===== src/biquad_lowpass_filter_assert.svh =====
// Assertion macros for the biquad low-pass filter.
// Both macros sample on clk_i and are disabled while rst_ni is low.
// With SYNTH defined the macros expand to nothing.
`ifndef BIQUAD_LOWPASS_FILTER_ASSERT_SVH
`define BIQUAD_LOWPASS_FILTER_ASSERT_SVH

`ifndef SYNTH

// Same-cycle implication: prop must hold at every sampled edge
`define BQLP_ASSERT(lbl, prop) \
  lbl: assert property (@(posedge clk_i) disable iff (!rst_ni) (prop)) \
    else $error("biquad_lowpass_filter: assertion failed");

// Next-cycle implication: cons must hold in the cycle after ante
`define BQLP_ASSERT_NEXT(lbl, ante, cons) \
  lbl: assert property (@(posedge clk_i) disable iff (!rst_ni) (ante) |=> (cons)) \
    else $error("biquad_lowpass_filter: assertion failed");

`else

`define BQLP_ASSERT(lbl, prop)
`define BQLP_ASSERT_NEXT(lbl, ante, cons)

`endif

`endif


===== src/bqlp_pkg.sv =====
// Shared types and constants for the biquad low-pass filter.
// No dependencies; used by every module of the block.
`timescale 1ns / 1ps

package bqlp_pkg;

  // Field widths and fixed-point formats
  localparam int SAMPLE_W   = 16;
  localparam int COEF_W     = 18;
  localparam int COEF_FRAC  = 14;
  localparam int DELAY_W    = 32;
  localparam int DELAY_FRAC = 16;
  localparam int SCALE_W    = 32;
  localparam int CFG_IDX_W  = 3;
  localparam int CFG_DATA_W = 32;

  // Shared multiplier and accumulator widths
  localparam int MUL_A_W = DELAY_W + 1;
  localparam int PROD_W  = MUL_A_W + COEF_W;
  localparam int ACC_W   = PROD_W + 2;

  // Feedback rounding: drop COEF_FRAC bits, round half up
  localparam int FB_W  = ACC_W - COEF_FRAC;
  localparam int W0_W  = FB_W + 1;
  localparam logic [ACC_W-1:0] FB_HALF = ACC_W'(1) << (COEF_FRAC - 1);

  // Output rounding: drop coefficient and delay fraction bits
  localparam int Y_SHIFT = COEF_FRAC + DELAY_FRAC;
  localparam int Y_W     = ACC_W - Y_SHIFT;
  localparam logic [ACC_W-1:0] Y_HALF = ACC_W'(1) << (Y_SHIFT - 1);

  localparam logic [SCALE_W-1:0] SCALE_RESET = SCALE_W'(65536);

  // Register map
  typedef enum logic [CFG_IDX_W-1:0] {
    REG_ENABLE = 3'd0,
    REG_B0     = 3'd1,
    REG_B1     = 3'd2,
    REG_B2     = 3'd3,
    REG_A1     = 3'd4,
    REG_A2     = 3'd5,
    REG_SCALE  = 3'd6
  } reg_idx_e;

  typedef struct packed {
    logic                     enable;
    logic signed [COEF_W-1:0] b0;
    logic signed [COEF_W-1:0] b1;
    logic signed [COEF_W-1:0] b2;
    logic signed [COEF_W-1:0] a1;
    logic signed [COEF_W-1:0] a2;
    logic [SCALE_W-1:0]       scale;
  } cfg_t;

  // Multiplier operand pairs
  typedef enum logic [2:0] {
    MUL_PRE,
    MUL_A1,
    MUL_A2,
    MUL_B0,
    MUL_B1,
    MUL_B2
  } mul_sel_e;

  typedef enum logic [1:0] {
    ACC_HOLD,
    ACC_LOAD,
    ACC_ADD
  } acc_op_e;

  // Controller sequence
  typedef enum logic [3:0] {
    ST_IDLE,
    ST_PRE_MUL,
    ST_PRE_SAT,
    ST_FB_MUL1,
    ST_FB_MUL2,
    ST_FB_ACC,
    ST_W0,
    ST_FF_MUL0,
    ST_FF_MUL1,
    ST_FF_MUL2,
    ST_FF_ACC,
    ST_RESULT
  } ctrl_state_e;

  typedef struct packed {
    logic     load_sample;
    mul_sel_e mul_sel;
    acc_op_e  acc_op;
    logic     preload;
    logic     w0_load;
    logic     out_load;
    logic     out_filtered;
    logic     shift;
  } cmd_t;

  typedef struct packed {
    logic out_free;
  } status_t;

endpackage


===== src/biquad_lowpass_filter.sv =====
// Channel   | handshake             | payload
// ----------+-----------------------+-----------------------------
// input     | in_valid_i/in_stall_o | op_i, sample_in_i
// output    | out_valid_o/out_stall_i | filtered_out_o
// config    | cfg_valid_i/cfg_ready_o | cfg_index_i, cfg_data_i
//
// One item at a time through a single shared multiplier and accumulator.
// Filtered item: result register loaded after five multiplies (six with
// preload) through the product and accumulator registers; bypass item: loaded
// with no multiply, one with preload. The next item is accepted only once the
// sequencer has returned to idle after loading the result.
// Reset clears the delays, the sequencer and the output valid; coefficients
// reset to 0 and preload_scale to 1.0. A finished result waits in the output
// register; the next item is accepted while it waits. A stalled output register
// holds the sequencer in its last step until the waiting result leaves.
// Top level of the biquad low-pass filter. Depends on bqlp_pkg, bqlp_regs,
// bqlp_ctrl, bqlp_datapath and biquad_lowpass_filter_assert.svh.
`timescale 1ns / 1ps
`include "biquad_lowpass_filter_assert.svh"

module biquad_lowpass_filter (
  input  logic                                   clk_i,
  input  logic                                   rst_ni,
  input  logic                                   in_valid_i,
  output logic                                   in_stall_o,
  input  logic                                   op_i,
  input  logic signed [bqlp_pkg::SAMPLE_W-1:0]   sample_in_i,
  output logic                                   out_valid_o,
  input  logic                                   out_stall_i,
  output logic signed [bqlp_pkg::SAMPLE_W-1:0]   filtered_out_o,
  input  logic                                   cfg_valid_i,
  output logic                                   cfg_ready_o,
  input  logic [bqlp_pkg::CFG_IDX_W-1:0]         cfg_index_i,
  input  logic [bqlp_pkg::CFG_DATA_W-1:0]        cfg_data_i
);
  import bqlp_pkg::*;

  cfg_t    cfg;
  cmd_t    cmd;
  status_t status;

  bqlp_regs u_regs (
    .clk_i       (clk_i),
    .rst_ni      (rst_ni),
    .cfg_valid_i (cfg_valid_i),
    .cfg_ready_o (cfg_ready_o),
    .cfg_index_i (cfg_index_i),
    .cfg_data_i  (cfg_data_i),
    .cfg_o       (cfg)
  );

  bqlp_ctrl u_ctrl (
    .clk_i      (clk_i),
    .rst_ni     (rst_ni),
    .in_valid_i (in_valid_i),
    .in_stall_o (in_stall_o),
    .op_i       (op_i),
    .enable_i   (cfg.enable),
    .status_i   (status),
    .cmd_o      (cmd)
  );

  bqlp_datapath u_datapath (
    .clk_i          (clk_i),
    .rst_ni         (rst_ni),
    .cfg_i          (cfg),
    .cmd_i          (cmd),
    .status_o       (status),
    .sample_in_i    (sample_in_i),
    .out_valid_o    (out_valid_o),
    .out_stall_i    (out_stall_i),
    .filtered_out_o (filtered_out_o)
  );

  // An accepted item keeps the sequencer busy in the cycle after acceptance
  `BQLP_ASSERT_NEXT(a_busy_after_accept, in_valid_i && !in_stall_o, in_stall_o)

  // A blocked output register keeps the sequencer from finishing
  `BQLP_ASSERT_NEXT(a_hold_when_blocked, out_valid_o && out_stall_i && in_stall_o, in_stall_o)

  // A result only appears from the busy sequencer
  `BQLP_ASSERT(a_result_from_busy, $rose(out_valid_o) |-> $past(in_stall_o))

  // The delay line only shifts together with the load of a filtered result
  `BQLP_ASSERT(a_no_shift_in_bypass, cmd.shift |-> (cfg.enable && cmd.out_load))

endmodule


===== src/bqlp_regs.sv =====
// Configuration register file of the biquad low-pass filter.
// Depends on bqlp_pkg for the register map and cfg_t.
`timescale 1ns / 1ps

module bqlp_regs (
  input  logic                      clk_i,
  input  logic                      rst_ni,
  input  logic                      cfg_valid_i,
  output logic                      cfg_ready_o,
  input  logic [bqlp_pkg::CFG_IDX_W-1:0]  cfg_index_i,
  input  logic [bqlp_pkg::CFG_DATA_W-1:0] cfg_data_i,
  output bqlp_pkg::cfg_t            cfg_o
);
  import bqlp_pkg::*;

  cfg_t cfg_q, cfg_d;

  // Writes are always accepted
  assign cfg_ready_o = 1'b1;

  // Decode the register index; unknown indexes are dropped
  always_comb begin
    cfg_d = cfg_q;
    if (cfg_valid_i) begin
      case (cfg_index_i)
        REG_ENABLE: cfg_d.enable = cfg_data_i[0];
        REG_B0:     cfg_d.b0     = cfg_data_i[COEF_W-1:0];
        REG_B1:     cfg_d.b1     = cfg_data_i[COEF_W-1:0];
        REG_B2:     cfg_d.b2     = cfg_data_i[COEF_W-1:0];
        REG_A1:     cfg_d.a1     = cfg_data_i[COEF_W-1:0];
        REG_A2:     cfg_d.a2     = cfg_data_i[COEF_W-1:0];
        REG_SCALE:  cfg_d.scale  = cfg_data_i[SCALE_W-1:0];
        default:    cfg_d        = cfg_q;
      endcase
    end
  end

  always_ff @(posedge clk_i or negedge rst_ni) begin
    if (!rst_ni) begin
      cfg_q <= '{enable: 1'b0, b0: '0, b1: '0, b2: '0, a1: '0, a2: '0,
                 scale: SCALE_RESET};
    end else begin
      cfg_q <= cfg_d;
    end
  end

  assign cfg_o = cfg_q;

endmodule


===== src/bqlp_ctrl.sv =====
// Sequencer for the biquad low-pass filter: steps the shared MAC datapath.
// Depends on bqlp_pkg for the state enum and the command/status structs.
`timescale 1ns / 1ps

module bqlp_ctrl (
  input  logic              clk_i,
  input  logic              rst_ni,
  input  logic              in_valid_i,
  output logic              in_stall_o,
  input  logic              op_i,
  input  logic              enable_i,
  input  bqlp_pkg::status_t status_i,
  output bqlp_pkg::cmd_t    cmd_o
);
  import bqlp_pkg::*;

  ctrl_state_e state_q, state_d;

  always_ff @(posedge clk_i or negedge rst_ni) begin
    if (!rst_ni) begin
      state_q <= ST_IDLE;
    end else begin
      state_q <= state_d;
    end
  end

  // Next state and datapath commands
  always_comb begin
    state_d = state_q;
    cmd_o   = '0;
    cmd_o.mul_sel = MUL_PRE;
    cmd_o.acc_op  = ACC_HOLD;
    in_stall_o    = 1'b1;
    case (state_q)
      ST_IDLE: begin
        in_stall_o = 1'b0;
        if (in_valid_i) begin
          cmd_o.load_sample = 1'b1;
          if (op_i) begin
            state_d = ST_PRE_MUL;
          end else if (enable_i) begin
            state_d = ST_FB_MUL1;
          end else begin
            state_d = ST_RESULT;
          end
        end
      end
      // sample * preload_scale
      ST_PRE_MUL: begin
        cmd_o.mul_sel = MUL_PRE;
        state_d = ST_PRE_SAT;
      end
      ST_PRE_SAT: begin
        cmd_o.preload = 1'b1;
        state_d = enable_i ? ST_FB_MUL1 : ST_RESULT;
      end
      // feedback: a1*d1 + a2*d2
      ST_FB_MUL1: begin
        cmd_o.mul_sel = MUL_A1;
        state_d = ST_FB_MUL2;
      end
      ST_FB_MUL2: begin
        cmd_o.mul_sel = MUL_A2;
        cmd_o.acc_op  = ACC_LOAD;
        state_d = ST_FB_ACC;
      end
      ST_FB_ACC: begin
        cmd_o.acc_op = ACC_ADD;
        state_d = ST_W0;
      end
      ST_W0: begin
        cmd_o.w0_load = 1'b1;
        state_d = ST_FF_MUL0;
      end
      // feed-forward: b0*w0 + b1*d1 + b2*d2
      ST_FF_MUL0: begin
        cmd_o.mul_sel = MUL_B0;
        state_d = ST_FF_MUL1;
      end
      ST_FF_MUL1: begin
        cmd_o.mul_sel = MUL_B1;
        cmd_o.acc_op  = ACC_LOAD;
        state_d = ST_FF_MUL2;
      end
      ST_FF_MUL2: begin
        cmd_o.mul_sel = MUL_B2;
        cmd_o.acc_op  = ACC_ADD;
        state_d = ST_FF_ACC;
      end
      ST_FF_ACC: begin
        cmd_o.acc_op = ACC_ADD;
        state_d = ST_RESULT;
      end
      // wait for room in the output register
      ST_RESULT: begin
        cmd_o.out_filtered = enable_i;
        if (status_i.out_free) begin
          cmd_o.out_load = 1'b1;
          cmd_o.shift    = enable_i;
          state_d = ST_IDLE;
        end
      end
      default: begin
        state_d = ST_IDLE;
      end
    endcase
  end

endmodule


===== src/bqlp_datapath.sv =====
// Datapath of the biquad low-pass filter: one shared multiplier, accumulator,
// delay registers and the output register. Depends on bqlp_pkg.
`timescale 1ns / 1ps

module bqlp_datapath (
  input  logic                                clk_i,
  input  logic                                rst_ni,
  input  bqlp_pkg::cfg_t                      cfg_i,
  input  bqlp_pkg::cmd_t                      cmd_i,
  output bqlp_pkg::status_t                   status_o,
  input  logic signed [bqlp_pkg::SAMPLE_W-1:0] sample_in_i,
  output logic                                out_valid_o,
  input  logic                                out_stall_i,
  output logic signed [bqlp_pkg::SAMPLE_W-1:0] filtered_out_o
);
  import bqlp_pkg::*;

  logic signed [SAMPLE_W-1:0] sample_q;
  logic signed [DELAY_W-1:0]  d1_q, d2_q, w0_q;
  logic signed [MUL_A_W-1:0]  mul_a;
  logic signed [COEF_W-1:0]   mul_b;
  logic signed [PROD_W-1:0]   prod_d, prod_q;
  logic [ACC_W-1:0]           acc_q, prod_ext;
  logic [ACC_W-1:0]           acc_fb_rnd, acc_y_rnd;
  logic [FB_W-1:0]            fb;
  logic [DELAY_W-1:0]         sx;
  logic [W0_W-1:0]            w0_full;
  logic                       w0_ok;
  logic [DELAY_W-1:0]         w0_d;
  logic [DELAY_W-1:0]         pre_sat;
  logic [Y_W-1:0]             y_full;
  logic [SAMPLE_W-1:0]        y_sat;
  logic                       out_valid_q;
  logic [SAMPLE_W-1:0]        out_q;

  // Operand select for the shared multiplier
  always_comb begin
    case (cmd_i.mul_sel)
      MUL_PRE: begin
        mul_a = {1'b0, cfg_i.scale};
        mul_b = {{(COEF_W-SAMPLE_W){sample_q[SAMPLE_W-1]}}, sample_q};
      end
      MUL_A1: begin
        mul_a = {d1_q[DELAY_W-1], d1_q};
        mul_b = cfg_i.a1;
      end
      MUL_A2: begin
        mul_a = {d2_q[DELAY_W-1], d2_q};
        mul_b = cfg_i.a2;
      end
      MUL_B0: begin
        mul_a = {w0_q[DELAY_W-1], w0_q};
        mul_b = cfg_i.b0;
      end
      MUL_B1: begin
        mul_a = {d1_q[DELAY_W-1], d1_q};
        mul_b = cfg_i.b1;
      end
      MUL_B2: begin
        mul_a = {d2_q[DELAY_W-1], d2_q};
        mul_b = cfg_i.b2;
      end
      default: begin
        mul_a = '0;
        mul_b = '0;
      end
    endcase
  end

  assign prod_d   = mul_a * mul_b;
  assign prod_ext = {{(ACC_W-PROD_W){prod_q[PROD_W-1]}}, prod_q};

  // Product register and accumulator
  always_ff @(posedge clk_i) begin
    prod_q <= prod_d;
    case (cmd_i.acc_op)
      ACC_LOAD: acc_q <= prod_ext;
      ACC_ADD:  acc_q <= acc_q + prod_ext;
      default:  acc_q <= acc_q;
    endcase
  end

  // Preload value, saturated to the delay width
  always_comb begin
    if ((&prod_q[PROD_W-1:DELAY_W-1]) || !(|prod_q[PROD_W-1:DELAY_W-1])) begin
      pre_sat = prod_q[DELAY_W-1:0];
    end else begin
      pre_sat = {prod_q[PROD_W-1], {(DELAY_W-1){~prod_q[PROD_W-1]}}};
    end
  end

  // New delay value: sample minus rounded feedback, sample on overflow
  assign sx         = {sample_q, {DELAY_FRAC{1'b0}}};
  assign acc_fb_rnd = acc_q + FB_HALF;
  assign fb         = acc_fb_rnd[ACC_W-1:COEF_FRAC];
  assign w0_full    = {{(W0_W-DELAY_W){sx[DELAY_W-1]}}, sx} - {fb[FB_W-1], fb};
  assign w0_ok      = (&w0_full[W0_W-1:DELAY_W-1]) || !(|w0_full[W0_W-1:DELAY_W-1]);
  assign w0_d       = w0_ok ? w0_full[DELAY_W-1:0] : sx;

  // Output: round away the fraction bits, then saturate
  assign acc_y_rnd = acc_q + Y_HALF;
  assign y_full    = acc_y_rnd[ACC_W-1:Y_SHIFT];
  always_comb begin
    if ((&y_full[Y_W-1:SAMPLE_W-1]) || !(|y_full[Y_W-1:SAMPLE_W-1])) begin
      y_sat = y_full[SAMPLE_W-1:0];
    end else begin
      y_sat = {y_full[Y_W-1], {(SAMPLE_W-1){~y_full[Y_W-1]}}};
    end
  end

  // Sample and w0 holding registers
  always_ff @(posedge clk_i) begin
    if (cmd_i.load_sample) begin
      sample_q <= sample_in_i;
    end
    if (cmd_i.w0_load) begin
      w0_q <= w0_d;
    end
  end

  // Delay line
  always_ff @(posedge clk_i or negedge rst_ni) begin
    if (!rst_ni) begin
      d1_q <= '0;
      d2_q <= '0;
    end else if (cmd_i.preload) begin
      d1_q <= pre_sat;
      d2_q <= pre_sat;
    end else if (cmd_i.shift) begin
      d2_q <= d1_q;
      d1_q <= w0_q;
    end
  end

  // Output register
  always_ff @(posedge clk_i or negedge rst_ni) begin
    if (!rst_ni) begin
      out_valid_q <= 1'b0;
    end else if (cmd_i.out_load) begin
      out_valid_q <= 1'b1;
    end else if (!out_stall_i) begin
      out_valid_q <= 1'b0;
    end
  end

  always_ff @(posedge clk_i) begin
    if (cmd_i.out_load) begin
      out_q <= cmd_i.out_filtered ? y_sat : sample_q;
    end
  end

  assign status_o.out_free = !out_valid_q || !out_stall_i;
  assign out_valid_o       = out_valid_q;
  assign filtered_out_o    = out_q;

endmodule

===== config.mk =====
export PLATFORM = sky130hd
export DESIGN_NAME = biquad_lowpass_filter
export DESIGN_NICKNAME = d
export VERILOG_FILES = /design/src/bqlp_pkg.sv /design/src/biquad_lowpass_filter.sv /design/src/bqlp_regs.sv /design/src/bqlp_ctrl.sv /design/src/bqlp_datapath.sv
export VERILOG_INCLUDE_DIRS = /design/src /design/src/src
export SDC_FILE = /design/constraint.sdc
export NUM_CORES = 2
export LEC_CHECK = 0
export BUFFER_PORTS_ARGS = -buffer_cell sky130_fd_sc_hd__buf_4
export CAP_MARGIN = 20
export CORE_MARGIN = 2
export CORE_UTILIZATION = 50
export DETAILED_ROUTE_END_ITERATION = 8
export PLACE_DENSITY = 0.66
export SYNTH_ARGS = -nofsm -noshare
export SYNTH_HDL_FRONTEND = slang
export SYNTH_SLANG_ARGS = --single-unit

===== constraint.sdc =====
create_clock -name clk_i -period 13.3 [get_ports clk_i]
set_input_delay 3.325 -clock clk_i [delete_from_list [all_inputs] [get_ports clk_i]]
set_output_delay 3.325 -clock clk_i [all_outputs]
set_load 0.01 [all_outputs]

==> out/results.ini <==
[synth]
synth_top_area_share_pct=28.1
async_flop_share_pct=53.3
synthTopCellsByCount=774 x inv_1, 570 x fa_1, 523 x nand2_1
netlist_instances=4408
synth-seq-cells=360
yosysMostFrequentCell=inv_1
synth.distinct_cells=85
ys.warnings.count=0
syn_area_um2=40500
syn_avg_cell_area_um2=9.20
synth_ff_type=dfrtp_1
syn_nets=5237
yosysSeqAreaShare_pct=23.0
synth_top_cell_by_area=fa_1
synth_area_leaders=fa_1 28%, dfrtp_1 12%, edfxtp_1 8.7%, inv_1 7.2%, ha_1 6.2%
synth_edf_count=117

[placement]
place_congestion=0.997
dp_hpwl_mm=100
placed_cell_area_um2=42400
port_buffers=74

[timing]
slew-limit-headroom_pct=19.8
hold_ws_ns=0.497
rsz0062_at_grt=false
fin_crit_ns=10.92
fmax_ghz=0.0916
hold_viol=0
finClkSkew_ns=0.0683
post-route-period-util_pct=82.1
final-setup-viol-count=0
tns_ns=0
worst_pin_slew_ns=1.20
report.final.slew_viol_count=0

[setup_path]
crit_fanout=48
criticalPathCategory=reg -> reg
crit_arrival_ns=11.39
slowest_stage=a2111oi_0
end_kind=flop
crit_path_max_incr_delay_ns=0.72
cp_data_required_time_ns=13.77
start_kind=flop

[global_routing]
overflow=0
grt_usage_pct=31.5
grt_pass1_vias=32200
grt_pass1_wl_mm=197
grt_max_degree=117
antenna_found_initial=4

[clock_tree]
clock_path_buffers=3
clk_pin_slew_ns=0.06
htree_levels=2
cts_resized=0
cts_tree=done
cts.sink_count=360
clock_latency_ns=0.59
cts_made_buffers=41
postCtsSetupRepairBufs=0
ctsHoldBuffers=0
root_buffer=clkbuf_16

[routing]
wire_per_inst_um=23.2
vias=32000
ant_nets=0
drt_wl_total_mm=128
firstDrtPassIters=6
drtIter0Drc=3600
vias_per_cell=5.81
drc=0

[cells_and_area]
stdcell_area_um2=43800
fillers=7334
drive_above_1_share_pct=9.67
areaGrowthSynthToFinish_pct=8.08
final_nets=5235

[floorplan]
pin_count=76
die_x_um=289
num_rows=104
die_area_um2=83400
core_um2=80400
dieHeight_um=289
initial_core_util_pct=50.4

[min_path]
hp-class=reg -> reg

[run]
cap_viol_max_count=0

[status]
status=finished, final reports clean

[per-layer routing]
| metal | wire [µm] | track usage [%] | share of wire (%) |
|---|---|---|---|
| met5 | 13 | 0 | 0.010 |
| met2 | 52700 | 45.0 | 41 |
| met4 | 5430 | 11.3 | 4.3 |
| met1 | 56000 | 46.4 | 44 |
| met3 | 13700 | 7.71 | 11 |
[metrics by stage]
step                      util (%)  std cells  worst slack [ns]
after global routing          54.5       5498              1.93
after detailed placement      52.7       5421              2.70
after CTS                     54.4       5496              2.64
after global placement        52.7       5420              2.83
after floorplan                  -       4408              4.43
final                         54.5       5499              2.38
[final cells by class]
type                    instances  area (µm²)  share of cell area, %
flip-flops and latches        360        9340                   21.3
clock buffers                  53        1170                   2.68
clock inverters                22         221                  0.505
repair buffers                147        1160                   2.64
multi-input cells            3081       27700                   63.2
well taps                    1060        1330                   3.03
inverters                     775        2910                   6.64
diodes                          1        2.50                0.00571
[placed cells by master (no fill, tap or decap), types with 33 or more instances in the layout]
cell,n
a21o_1,80
a21oi_1,214
a22o_1,33
buf_4,143
clkbuf_16,43
dfrtp_1,191
dfxtp_1,51
edfxtp_1,117
fa_1,570
ha_1,201
inv_1,773
mux2_2,148
nand2_1,523
nand2b_1,35
nand3_1,58
nor2_1,452
o21ai_0,124
xnor2_1,118
xor2_1,62
[state kept, by name (all words and copies together), names as in the netlist, 4 cells and up]
| signal | cells |
|---|---|
| u_datapath.filtered_out_o | 16 |
| u_datapath.w0_q | 32 |
| u_datapath.acc_q | 53 |
| u_ctrl.state_q | 4 |
| u_datapath.d1_q | 32 |
| u_datapath.prod_q | 51 |
| u_datapath.d2_q | 32 |
| u_regs.cfg_o | 123 |
| u_datapath.sample_q | 16 |
[kinds of logic (layout without fill, tap and decap cells)]
| family | count (synthesis) | after routing | synth area share, % |
|---|---|---|---|
| fa+ha+maj | 772 | 772 | 34.4 |
| buf+inv | 967 | 997 | 9.01 |
| flops | 360 | 360 | 23.0 |
| compound gates | 717 | 717 | 11.7 |
| other cells | 1 | 2 | 0.00925 |
| simple gates | 1246 | 1246 | 13.2 |
| xor+xnor | 182 | 182 | 3.97 |
| mux | 163 | 163 | 4.65 |
[path summary, 6_finish.rpt]
| path | startpoint | endpoint | slack [ns] | cells after the start |
|---|---|---|---|---|
| max in group asynchronous | rst_ni | u_regs.cfg_o[16]$_DFFE_PN1P_ | 9.22 | 3 |
| min | u_datapath.d1_q[26]$_DFFE_PN0P_ | u_datapath.d2_q[26]$_DFFE_PN0P_ | 0.50 | 2 |
| min in group asynchronous | rst_ni | u_regs.cfg_o[72]$_DFFE_PN0P_ | 2.86 | 1 |
| max | u_ctrl.state_q[3]$_DFFE_PN0P_ | u_datapath.prod_q[50]$_DFF_P_ | 2.38 | 33 |
| max reg2reg | u_ctrl.state_q[3]$_DFFE_PN0P_ | u_datapath.prod_q[50]$_DFF_P_ | 2.38 | 33 |
| min reg2reg | u_datapath.d1_q[26]$_DFFE_PN0P_ | u_datapath.d2_q[26]$_DFFE_PN0P_ | 0.50 | 2 |
[worst max-delay path, delay by kind of cell (launching register included)]
family / cells / cell delay, ns
AO/OA/AOI/OAI: 11 / 4.24
XOR/XNOR: 1 / 0.08
adder cells (fa/ha/maj): 7 / 3.14
buffers and inverters: 7 / 1.25
flip-flops: 1 / 0.60
AND/OR/NAND/NOR: 7 / 1.40
Power is not shown: default switching activity piles up to over one toggle a cycle in this logic, so the estimate is an artifact.
